<file path="config.mk">
export PLATFORM = sky130hd
export DESIGN_NAME = tfcl_level
export DESIGN_NICKNAME = d
export VERILOG_FILES = /design/src/rtl/tfcl_pkg.sv /design/src/rtl/tfcl_level.sv
export SDC_FILE = /design/constraint.sdc
export NUM_CORES = 1
export LEC_CHECK = 0
export BUFFER_PORTS_ARGS = -buffer_cell sky130_fd_sc_hd__clkbuf_2
export CELL_PAD_IN_SITES_DETAIL_PLACEMENT = 0
export CELL_PAD_IN_SITES_GLOBAL_PLACEMENT = 2
export CORE_MARGIN = 5
export CORE_UTILIZATION = 43
export CTS_CLUSTER_SIZE = 30
export DETAILED_ROUTE_END_ITERATION = 12
export GPL_ROUTABILITY_DRIVEN = 0
export PLACE_DENSITY = 0.72
export SLEW_MARGIN = 5
export SYNTH_ARGS = -nofsm -noshare
export SYNTH_HDL_FRONTEND = slang
export SYNTH_SLANG_ARGS = --single-unit
</file>
<file path="constraint.sdc">
create_clock -name i_clk -period 2.7 [get_ports i_clk]
set_input_delay 0.27 -clock i_clk [delete_from_list [all_inputs] [get_ports i_clk]]
set_output_delay 0.27 -clock i_clk [all_outputs]
set_load 0.005 [all_outputs]
</file>
<file path="src/rtl/tfcl_pkg.sv">
// shared types and constants for the three-level fifo cache lookup
package tfcl_pkg;

    localparam int LAT_W   = 8;
    localparam int MEM_W   = 10;
    localparam int TOT_W   = 11;
    localparam int CNT_W   = 32;
    localparam int CFG_A_W = 2;
    localparam int CFG_D_W = 10;

    localparam logic [CFG_A_W-1:0] REG_FIRST_LAT  = 2'd0;
    localparam logic [CFG_A_W-1:0] REG_SECOND_LAT = 2'd1;
    localparam logic [CFG_A_W-1:0] REG_THIRD_LAT  = 2'd2;
    localparam logic [CFG_A_W-1:0] REG_MEMORY_LAT = 2'd3;

    localparam logic [1:0] HIT_FIRST  = 2'd0;
    localparam logic [1:0] HIT_SECOND = 2'd1;
    localparam logic [1:0] HIT_THIRD  = 2'd2;
    localparam logic [1:0] HIT_MEMORY = 2'd3;

    localparam logic [LAT_W-1:0] RESET_FIRST_LAT  = 8'd4;
    localparam logic [LAT_W-1:0] RESET_SECOND_LAT = 8'd12;
    localparam logic [LAT_W-1:0] RESET_THIRD_LAT  = 8'd40;
    localparam logic [MEM_W-1:0] RESET_MEMORY_LAT = 10'd200;

    typedef struct packed {
        logic done;
        logic held;
    } t_lvl_sts;

endpackage

</file>
<file path="src/rtl/tfcl_level.sv">
// one fully associative fifo cache level: tag memory, tag walk and fifo insert
module tfcl_level #(
    parameter int DEPTH  = 32,
    parameter int ADDR_W = 16
) (
    input  logic                i_clk,
    input  logic                i_rst_n,
    input  logic                i_start,
    input  logic                i_commit,
    input  logic [ADDR_W-1:0]   i_addr,
    output tfcl_pkg::t_lvl_sts  o_sts
);

    localparam int FW = $clog2(DEPTH + 1);
    localparam int IW = (DEPTH > 1) ? $clog2(DEPTH) : 1;
    localparam logic [FW-1:0] FILL_MAX = FW'(DEPTH);
    localparam logic [IW-1:0] IDX_LAST = IW'(DEPTH - 1);

    typedef enum logic [2:0] {
        S_IDLE = 3'b001,
        S_WALK = 3'b010,
        S_DONE = 3'b100
    } t_state;

    t_state             r_state, n_state;
    logic [FW-1:0]      r_fill, n_fill;
    logic [IW-1:0]      r_oldest, n_oldest;
    logic [FW-1:0]      r_idx, n_idx;
    logic               r_cmp_v, n_cmp_v;
    logic               r_held, n_held;
    logic [ADDR_W-1:0]  r_addr;
    logic [ADDR_W-1:0]  r_rd;
    logic [ADDR_W-1:0]  mem [DEPTH];
    logic               wr_en;
    logic [IW-1:0]      wr_idx;
    logic               more;

    assign more = (r_idx < r_fill);

    always_comb begin
        n_state  = r_state;
        n_fill   = r_fill;
        n_oldest = r_oldest;
        n_idx    = r_idx;
        n_cmp_v  = r_cmp_v;
        n_held   = r_held;
        wr_en    = 1'b0;
        wr_idx   = r_oldest;
        case (r_state)
            S_IDLE: begin
                if (i_start) begin
                    n_state = S_WALK;
                    n_idx   = '0;
                    n_cmp_v = 1'b0;
                    n_held  = 1'b0;
                end
            end
            S_WALK: begin
                n_cmp_v = more;
                if (more) begin
                    n_idx = r_idx + 1'b1;
                end
                if (r_cmp_v && (r_rd == r_addr)) begin
                    n_held = 1'b1;
                end
                if (!more && !r_cmp_v) begin
                    n_state = S_DONE;
                end
            end
            S_DONE: begin
                if (i_commit) begin
                    n_state = S_IDLE;
                    if (!r_held) begin
                        wr_en = 1'b1;
                        if (r_fill < FILL_MAX) begin
                            wr_idx = r_fill[IW-1:0];
                            n_fill = r_fill + 1'b1;
                        end else begin
                            n_oldest = (r_oldest == IDX_LAST) ? '0 : r_oldest + 1'b1;
                        end
                    end
                end
            end
            default: n_state = S_IDLE;
        endcase
    end

    always_ff @(posedge i_clk) begin
        if (!i_rst_n) begin
            r_state  <= S_IDLE;
            r_fill   <= '0;
            r_oldest <= '0;
            r_idx    <= '0;
            r_cmp_v  <= 1'b0;
            r_held   <= 1'b0;
        end else begin
            r_state  <= n_state;
            r_fill   <= n_fill;
            r_oldest <= n_oldest;
            r_idx    <= n_idx;
            r_cmp_v  <= n_cmp_v;
            r_held   <= n_held;
        end
    end

    always_ff @(posedge i_clk) begin
        if (i_start) begin
            r_addr <= i_addr;
        end
    end

    always_ff @(posedge i_clk) begin
        if (wr_en) begin
            mem[wr_idx] <= r_addr;
        end
        r_rd <= mem[r_idx[IW-1:0]];
    end

    assign o_sts.done = (r_state == S_DONE);
    assign o_sts.held = r_held;

endmodule

</file>
# After elaboration in Yosys (flattened, before gate mapping)
# Memory sizes are Yosys's and may differ from the RTL's. A register that Yosys moved wholly into a read port is not among the register bits.
# Index checks and enable logic that the tools add are counted.
# classes
n_addsub,3
mux,21
magnitude_cmp,2
eq_ne,10
n_reduce_logical,11
bitwise,2
# ops
operator,count
5-bit 2-to-1 mux,5
16-bit == test,1
6-bit by 1-bit adder with 6-bit output (second input constant),2
6-bit 2-to-1 mux,2
6-bit case mux with 2 select lines,1
2-bit != test (second input constant),5
3-bit 2-to-1 mux,3
3-bit case mux with 3 select lines,1
3-bit AND reduction,3
4-bit AND reduction,2
1-bit 2-to-1 mux,7
6-bit < comparator,1
6-bit < comparator (second input constant),1
5-bit by 1-bit adder with 5-bit output (second input constant),1
5-bit == test (second input constant),1
1-bit case mux with 2 select lines,2
3-bit by 1-bit == test with 1-bit output (second input constant),1
3-bit by 2-bit == test with 1-bit output (second input constant),1
3-bit == test (second input constant),1
1-bit logical AND,2
1-bit logical NOT,2
1-bit inverter,2
2-bit AND reduction,1
2-bit nonzero test,1
# word_totals
word_cells,57
memories,1
mem_bits_rw,512
register_bits,38
# memory_table
memory,depth,width,rd,rd_clocked_by_memory_dff,wr,line_no,text
mem,32,16,1,1,1,tfcl_level.sv:33,logic [ADDR_W-1:0] mem [DEPTH];

# Depth between registers and ports, before layout
# Gate-level depths: netlist of run 1.
# depth
depth_word,5
mapped_depth,8

# Worst setup path before layout of run 1
# OpenSTA, ideal clock, no wires.
# synth_path
kind,reg-to-reg
start,reg r_state[2]
end,"mem mem[29][0], enable pin"
required_time_ns,2.312
path_stages_with_launch,8
arrival_ns,2.341
period_less_slack_ns,2.729
setup_slack_ns,-0.029
setup_ns,0.388
cell_sequence,dfxtp_1 > buf_4 > or3b_4 > inv_1 > nand4b_1 > buf_4 > o32a_2 > nor2_1
# synth_lines
item,line_no,text
start: declaration,tfcl_level.sv:25,"t_state r_state, n_state;"
start signal: assignment,tfcl_level.sv:97,r_state <= n_state;
end: declaration,tfcl_level.sv:33,

# Final worst setup path of run 1
# layout_path
start,reg r_state[2]
end,"mem mem[26][11], enable pin"
# layout_via
elab_chain_cells,4
word_cells_on_any_way,5
classes_between,eq/ne (1); mux (4)
# layout_lines
item,line_no,text
3-bit == test *,tfcl_level.sv:49,case (r_state)
1-bit 2-to-1 mux,tfcl_level.sv:49,
1-bit 2-to-1 mux,tfcl_level.sv:113,if (wr_en) begin
1-bit 2-to-1 mux (implied by the code),tfcl_level.sv:114,mem[wr_idx] <= r_addr;
# Mark *: on every way between the ends. The rest lies on a longest branch, timed or not.

==> flow_metrics.py, run 1 <==
metrics = {
    "critical_path": {
        "rr_worst_depth": 6,
        "reg2reg_from": "r_state[2]",
        "crit_end": "mem[26][11]",
        "r2r_end": "mem[26][11]",
        "cp-end-kind": "flip-flop",
        "crit_start": "r_state[2]",
        "crit_fanout": 16,
        "start_kind": "flip-flop",
        "path_class": "reg -> reg",
        "required_ns": 2.93,
        "worst-r2r-setup-slack_ns": -0.02,
        "cp_data_arrival_time_ns": 2.95,
    },
    "cells_and_area": {
        "synthToLayoutAreaGrowth_pct": 16.8,
        "nNetsFinal": 1188,
        "fin_area_um2": 25200,
        "nFillCells": 4041,
        "layout.cells.non_filler": 1875,
        "drive_gt1_share_pct": 29.0,
    },
    "yosys": {
        "synth_seq_cells": 566,
        "synth_ff_type": "edfxtp_1",
        "synthArstFlopShare_pct": 0,
        "synth_area_per_cell_um2": 21.0,
        "syn_nets": 1056,
        "yosysWarnings": 0,
        "seq_area_frac_synth_pct": 77.2,
        "synth-edff-count": 528,
        "netlist_instances": 1027,
        "synth.distinct_cells": 54,
        "syn_area_um2": 21500,
    },
    "placement": {
        "io_buffer_count": 21,
        "post-place-ws_ns": -0.238,
        "placed_area_um2": 23100,
        "dp_hpwl_mm": 32.0,
        "dp.cells": 1752,
    },
    "power": {
        "irDropWorstVdd_mv": 0.731,
        "leakage_nw": 7.75,
        "power.share.clock_pct": 43.7,
        "switching_power_w": 0.00348,
        "power_frac_comb_pct": 1.9,
        "p_seq_share_pct": 54.4,
        "p_int_w": 0.0144,
        "swShare_pct": 19.5,
        "p_per_area_nw_per_um2": 710,
    },
    "sta": {
        "fin_ws_ns": -0.0246,
        "worst_pin_slew_ns": 0.918,
        "finalHoldViolCount": 0,
        "max_freq_mhz": 367,
        "holdWs_ns": 0.149,
        "relSlewSlack_pct": 38.8,
        "finalSetupViolCount": 32,
        "finalMaxSlewViolations": 0,
        "finalCritPeriodShare_pct": 101,
        "fin_crit_ns": 2.72,
        "clock_skew_ns": 0.0157,
        "rsz0062_at_grt": "true",
    },
    "run_status": {
        "violations": "setup timing",
        "status": "complete, but fails checks",
    },
    "clocking": {
        "clkLatencyLatePin_ns": 0.60,
        "cts_root_buf": "clkbuf_16",
        "clockBufferDepth": 3,
        "cts_tree": "built",
        "clkSinkCount": 566,
        "cts_buffers": 56,
        "h-tree-depth": 2,
        "cts.reportedPaths.clkPinSlew_ns": 0.06,
    },
    "die": {
        "pin_count": 22,
        "start_util_pct": 43.2,
        "die_w_um": 234,
        "dieArea_um2": 54700,
        "core_area_um2": 49900,
        "rows": 82,
        "fp.dieH_um": 234,
    },
    "global_routing": {
        "grt_pass1_wl_mm": 74.5,
        "grt.overflow.total": 0,
        "grt_start_max_net_pins": 45,
        "antenna_found_initial": 0,
        "grt_use_total_pct": 18.9,
        "grt_pass1_vias": 10700,
    },
    "detailed_routing": {
        "drt-pass1-iter-count": 4,
        "drc": 0,
        "ant_nets": 0,
        "avgViaCountPerCell": 5.61,
        "routed_wl_mm": 50.7,
        "vias": 10500,
        "drt_iter0_markers": 892,
        "detail_route.wl_per_cell_um": 27.0,
    },
    "flow_run": {
        "maxCapViolCount": 0,
    },
    "hold_path": {
        "hp-class": "in -> reg",
    },
}
[power groups by stage]
stage                     registers, W  clock network, W  logic (W)
after floorplan                0.00996                 0  0.0000416
final                          0.00971           0.00780   0.000346
after detailed placement       0.00989                 0   0.000331
after global placement         0.00989                 0   0.000319
after global routing           0.00970           0.00834   0.000373
after CTS                      0.00971           0.00798   0.000351
[cell usage after synthesis, types with 2 or more instances]
cell	instances	share of area (%)
edfxtp_1	528	74
mux4_2	128	13
o22ai_1	64	1.9
nor2_1	58	1.0
dfxtp_1	38	3.5
clkbuf_1	28	0.49
nor4_1	19	0.55
xnor2_1	17	0.69
buf_2	16	0.37
nand2_1	14	0.24
ha_1	9	0.52
inv_1	9	0.16
a21oi_1	8	0.19
nor3_1	7	0.16
a31oi_2	5	0.29
buf_4	5	0.17
nand3_1	5	0.12
nand4_1	5	0.15
nand3b_1	4	0.14
nor4b_1	4	0.16
o21ai_0	4	0.093
xor2_1	4	0.16
a221o_1	3	0.14
a31oi_1	3	0.087
and3_1	3	0.087
buf_1	3	0.052
mux2i_1	3	0.14
nand2b_1	3	0.087
a22o_1	2	0.081
nor3b_1	2	0.070
nor4bb_1	2	0.093
or2_2	2	0.058
[sequential cells by signal, summed over array words and instances, names as in the netlist]
| register | flops |
|---|---|
| r_state | 3 |
| r_held | 1 |
| r_oldest | 5 |
| r_cmp_v | 1 |
| mem | 512 |
| r_rd | 16 |
| r_fill | 6 |
| r_addr | 16 |
| r_idx | 6 |
[layout by cell type, fill, tap and decap left out, types with 3 or more instances in the layout]
master           n
clkinv_2         6
nand2_1         14
o21ai_0          4
bufinv_16        7
nand3_1          5
buf_12          13
a31oi_2          5
mux4_2         128
nor4b_1          4
nand2b_1         3
dlygate4sd3_1   17
xor2_1           4
nor2_1          44
nand3b_1         4
nor2_4           4
o22ai_1         64
xnor2_1         17
nor2_2          10
clkbuf_16       58
nor3_1           7
clkbuf_2        21
a31oi_1          3
edfxtp_1       528
nand4_1          5
dfxtp_1         36
nor4_1          19
ha_1             9
clkinv_1         7
clkbuf_1        15
buf_4           76
clkinvlp_4       5
mux2i_1          3
inv_1            9
a21oi_1          8
a221o_1          3
and3_1           3
[worst min path at each step]
stage / from / endpoint / slack [ns] / cells after the start
2_1_floorplan: i_rst_n / r_state[0] / 0.35 / 1
3_3_place_gp: r_cmp_v / r_cmp_v / 0.44 / 2
3_5_place_dp: i_addr[0] / r_addr[0] / 0.45 / 1
4_1_cts: i_start / r_cmp_v / 0.11 / 4
5_1_grt: i_start / r_addr[13] / 0.20 / 2
6_report: i_start / r_cmp_v / 0.15 / 4
[logic make-up after synthesis]
logic type	Yosys count	share of synthesized area [%]
AOI/OAI and AO/OA	101	3.27
DFF	566	77.2
adders and majority gates	9	0.523
xor gates and xnor gates	21	0.854
and+or+nand+nor	136	3.32
buffers and inverters	62	1.30
muxes	132	13.6
[worst max-delay path, cell delays in order (launching register included)]
cell and delay [ns]:
dfxtp_1 0.32, or3b_4 0.41, nor4b_4 0.41, buf_4 0.25
a31oi_1 0.10, buf_4 0.17, nor2_2 0.69
[timing repair]
action,CTS,global route
setup endpoints to repair,89,96
hold buffers,17,0
hold endpoints to repair,21,0
resized for setup,5,0
buffers inserted,0,4
[per-layer routing]
layer,share of wire [%],wire length [um],up-vias,track usage [%]
li1,-,-,4572,-
met1,44,22400,5591,27.2
met2,49,24900,285,30.9
met3,4.4,2250,68,2.40
met4,2.3,1160,0,5.25
met5,0,0,-,0
[final cells by class]
type / instances / area (um2) / share of cell area (%)
diodes: 1 / 2.50 / 0.00995
clock buffers: 74 / 1520 / 6.05
clock inverters: 27 / 329 / 1.31
inverters: 9 / 33.8 / 0.134
multi-input cells: 399 / 4690 / 18.7
flip-flops and latches: 566 / 16600 / 66.1
well taps: 672 / 841 / 3.34
repair buffers: 127 / 1110 / 4.40
[metrics by stage]
stage	utilization [%]	power (W)	TNS [ns]
floorplan	-	0.0100	-6.32
global placement	46.3	0.0102	-3.64
detailed placement	46.3	0.0102	-4.69
CTS	50.4	0.0180	-1.27
global route	50.4	0.0184	-4.99
finish	50.4	0.0179	-0.522
(Power assumes the default switching activity.)
==> inputs of run 2 (changes only) <==
--- a/config.mk
+++ b/config.mk
@@ -13,6 +13,7 @@
 export CTS_CLUSTER_SIZE = 30
 export DETAILED_ROUTE_END_ITERATION = 12
 export GPL_ROUTABILITY_DRIVEN = 0
+export HOLD_SLACK_MARGIN = 0.15
 export PLACE_DENSITY = 0.72
 export SLEW_MARGIN = 5
 export SYNTH_ARGS = -nofsm -noshare
==> run 2 against run 1 <==
Net effect: the flow still finishes with violations (setup timing); non-clock buffer count up 2; utilization about the same; die area unchanged; sequential share of layout area about the same; critical path depth unchanged; critical endpoint is now mem[26][4]; largest cell class unchanged.
==> flow_metrics.py, run 2 (synthesized netlist as in run 1, its figures left out) <==
metrics = {
    "die": {
        "start_util_pct": 43.2,
        "fp.dieH_um": 234,
        "pin_count": 22,
        "rows": 82,
        "dieArea_um2": 54700,
        "die_w_um": 234,
        "core_area_um2": 49900,
    },
    "cells_and_area": {
        "largest_register": "mem",
        "mostFrequentLayoutCells": "edfxtp_1, mux4_2, buf_4",
        "synthToLayoutAreaGrowth_pct": 16.9,
        "diodes": 0,
        "largestRegisters": "mem x512, r_addr x16, r_rd x16",
        "drive_gt1_share_pct": 29.0,
        "fin_area_um2": 25200,
        "largest_reg_flops": 512,
        "layout_commonest_cell": "edfxtp_1",
        "nNetsFinal": 1190,
    },
    "sta": {
        "holdWs_ns": 0.221,
        "worst_pin_slew_ns": 0.949,
        "finalMaxSlewViolations": 0,
        "max_freq_mhz": 364,
        "fin_crit_ns": 2.75,
        "fin_setup_tns_ns": -0.975,
        "clock_skew_ns": 0.0163,
        "finalSetupViolCount": 32,
        "fin_ws_ns": -0.0505,
        "rsz0062_at_grt": "true",
        "finalCritPeriodShare_pct": 102,
        "finalHoldViolCount": 0,
        "relSlewSlack_pct": 36.6,
    },
    "clocking": {
        "cts_buffers": 56,
        "cts.reportedPaths.clkPinSlew_ns": 0.06,
        "cts_tree": "built",
        "clkSinkCount": 566,
        "clockBufferDepth": 3,
        "cts_root_buf": "clkbuf_16",
        "h-tree-depth": 2,
        "clkLatencyLatePin_ns": 0.61,
    },
    "detailed_routing": {
        "drc": 0,
        "drt_iter0_markers": 976,
        "ant_nets": 0,
        "routed_wl_mm": 50.8,
        "vias": 10600,
        "avgViaCountPerCell": 5.64,
        "detail_route.wl_per_cell_um": 27.1,
        "drt-pass1-iter-count": 5,
    },
    "placement": {
        "post-place-ws_ns": -0.238,
        "dp_hpwl_mm": 32.0,
        "placed_area_um2": 23100,
        "io_buffer_count": 21,
    },
    "global_routing": {
        "antenna_found_initial": 0,
        "grt_pass1_wl_mm": 74.6,
        "grt_use_total_pct": 18.9,
        "grt_start_max_net_pins": 45,
        "grt_pass1_vias": 10700,
        "grt.overflow.total": 0,
    },
    "power": {
        "finalPower_w": 0.0179,
        "power_frac_comb_pct": 2.0,
        "swShare_pct": 19.5,
        "power.share.clock_pct": 43.7,
        "irDropWorstVdd_mv": 0.732,
        "p_seq_share_pct": 54.4,
        "p_int_w": 0.0144,
        "p_per_area_nw_per_um2": 709,
        "leakage_nw": 7.75,
        "switching_power_w": 0.00348,
    },
    "critical_path": {
        "path_class": "reg -> reg",
        "required_ns": 2.93,
        "crit_fanout": 16,
        "cp_data_arrival_time_ns": 2.98,
        "cp-end-kind": "flip-flop",
        "start_kind": "flip-flop",
    },
    "run_status": {
        "violations": "setup timing",
        "status": "complete, but fails checks",
    },
    "hold_path": {
        "hp-class": "in -> reg",
    },
    "flow_run": {
        "maxCapViolCount": 0,
    },
}
[run 2: layout make-up]
class	instances	area [um2]
multi-input combinational	399	4690
clock buffer	74	1520
tap	672	841
sequential	566	16600
timing repair buffer	129	1130
clock inverter	27	329
inverter	9	33.8
fill	4040	24700
[run 2: worst paths after layout]
kind | from | slack, ns | cells past startpoint | end
min | i_commit | 0.22 | 6 | r_state[2]
min reg2reg | r_cmp_v | 0.45 | 2 | r_cmp_v
max | r_state[2] | -0.05 | 6 | mem[26][4]
max reg2reg | r_state[2] | -0.05 | 6 | mem[26][4]
[run 2: metrics by stage]
stage / util (%) / std cells
after floorplan: - / 1027
after CTS: 50.4 / 1872
after global placement: 46.3 / 1752
after detailed placement: 46.3 / 1752
after global routing: 50.5 / 1876
final: 50.5 / 1876
[run 2: timing repair]
action,in CTS,in global routing
endpoints found under the setup margin,89,96
setup buffers,0,4
pin swaps,0,0
hold buffers,19,0
gates resized for setup,5,0
hold endpoints to repair,22,0
[run 2: power groups by stage]
stage / registers, W / logic [W] / clock network (W)
final: 0.00971 / 0.000349 / 0.00780
after global placement: 0.00989 / 0.000319 / 0
after floorplan: 0.00996 / 0.0000416 / 0
after global routing: 0.00970 / 0.000376 / 0.00834
after detailed placement: 0.00989 / 0.000331 / 0
after CTS: 0.00971 / 0.000354 / 0.00798
[run 2: critical path, cell delays in order, from the launching register on]
cell and delay, ns:
dfxtp_1 0.32, or3b_4 0.41, nor4b_4 0.41, buf_4 0.25
a31oi_1 0.10, buf_4 0.17, nor2_2 0.71
[run 2: routing by layer]
layer / vias up / GRT usage [%] / share of wire, % / routed length (um)
li1: 4576 / - / - / -
met4: 0 / 5.23 / 2.3 / 1170
met1: 5649 / 27.2 / 44 / 22300
met2: 289 / 30.9 / 49 / 24800
met5: - / 0 / 0 / 0
met3: 67 / 2.40 / 4.9 / 2490
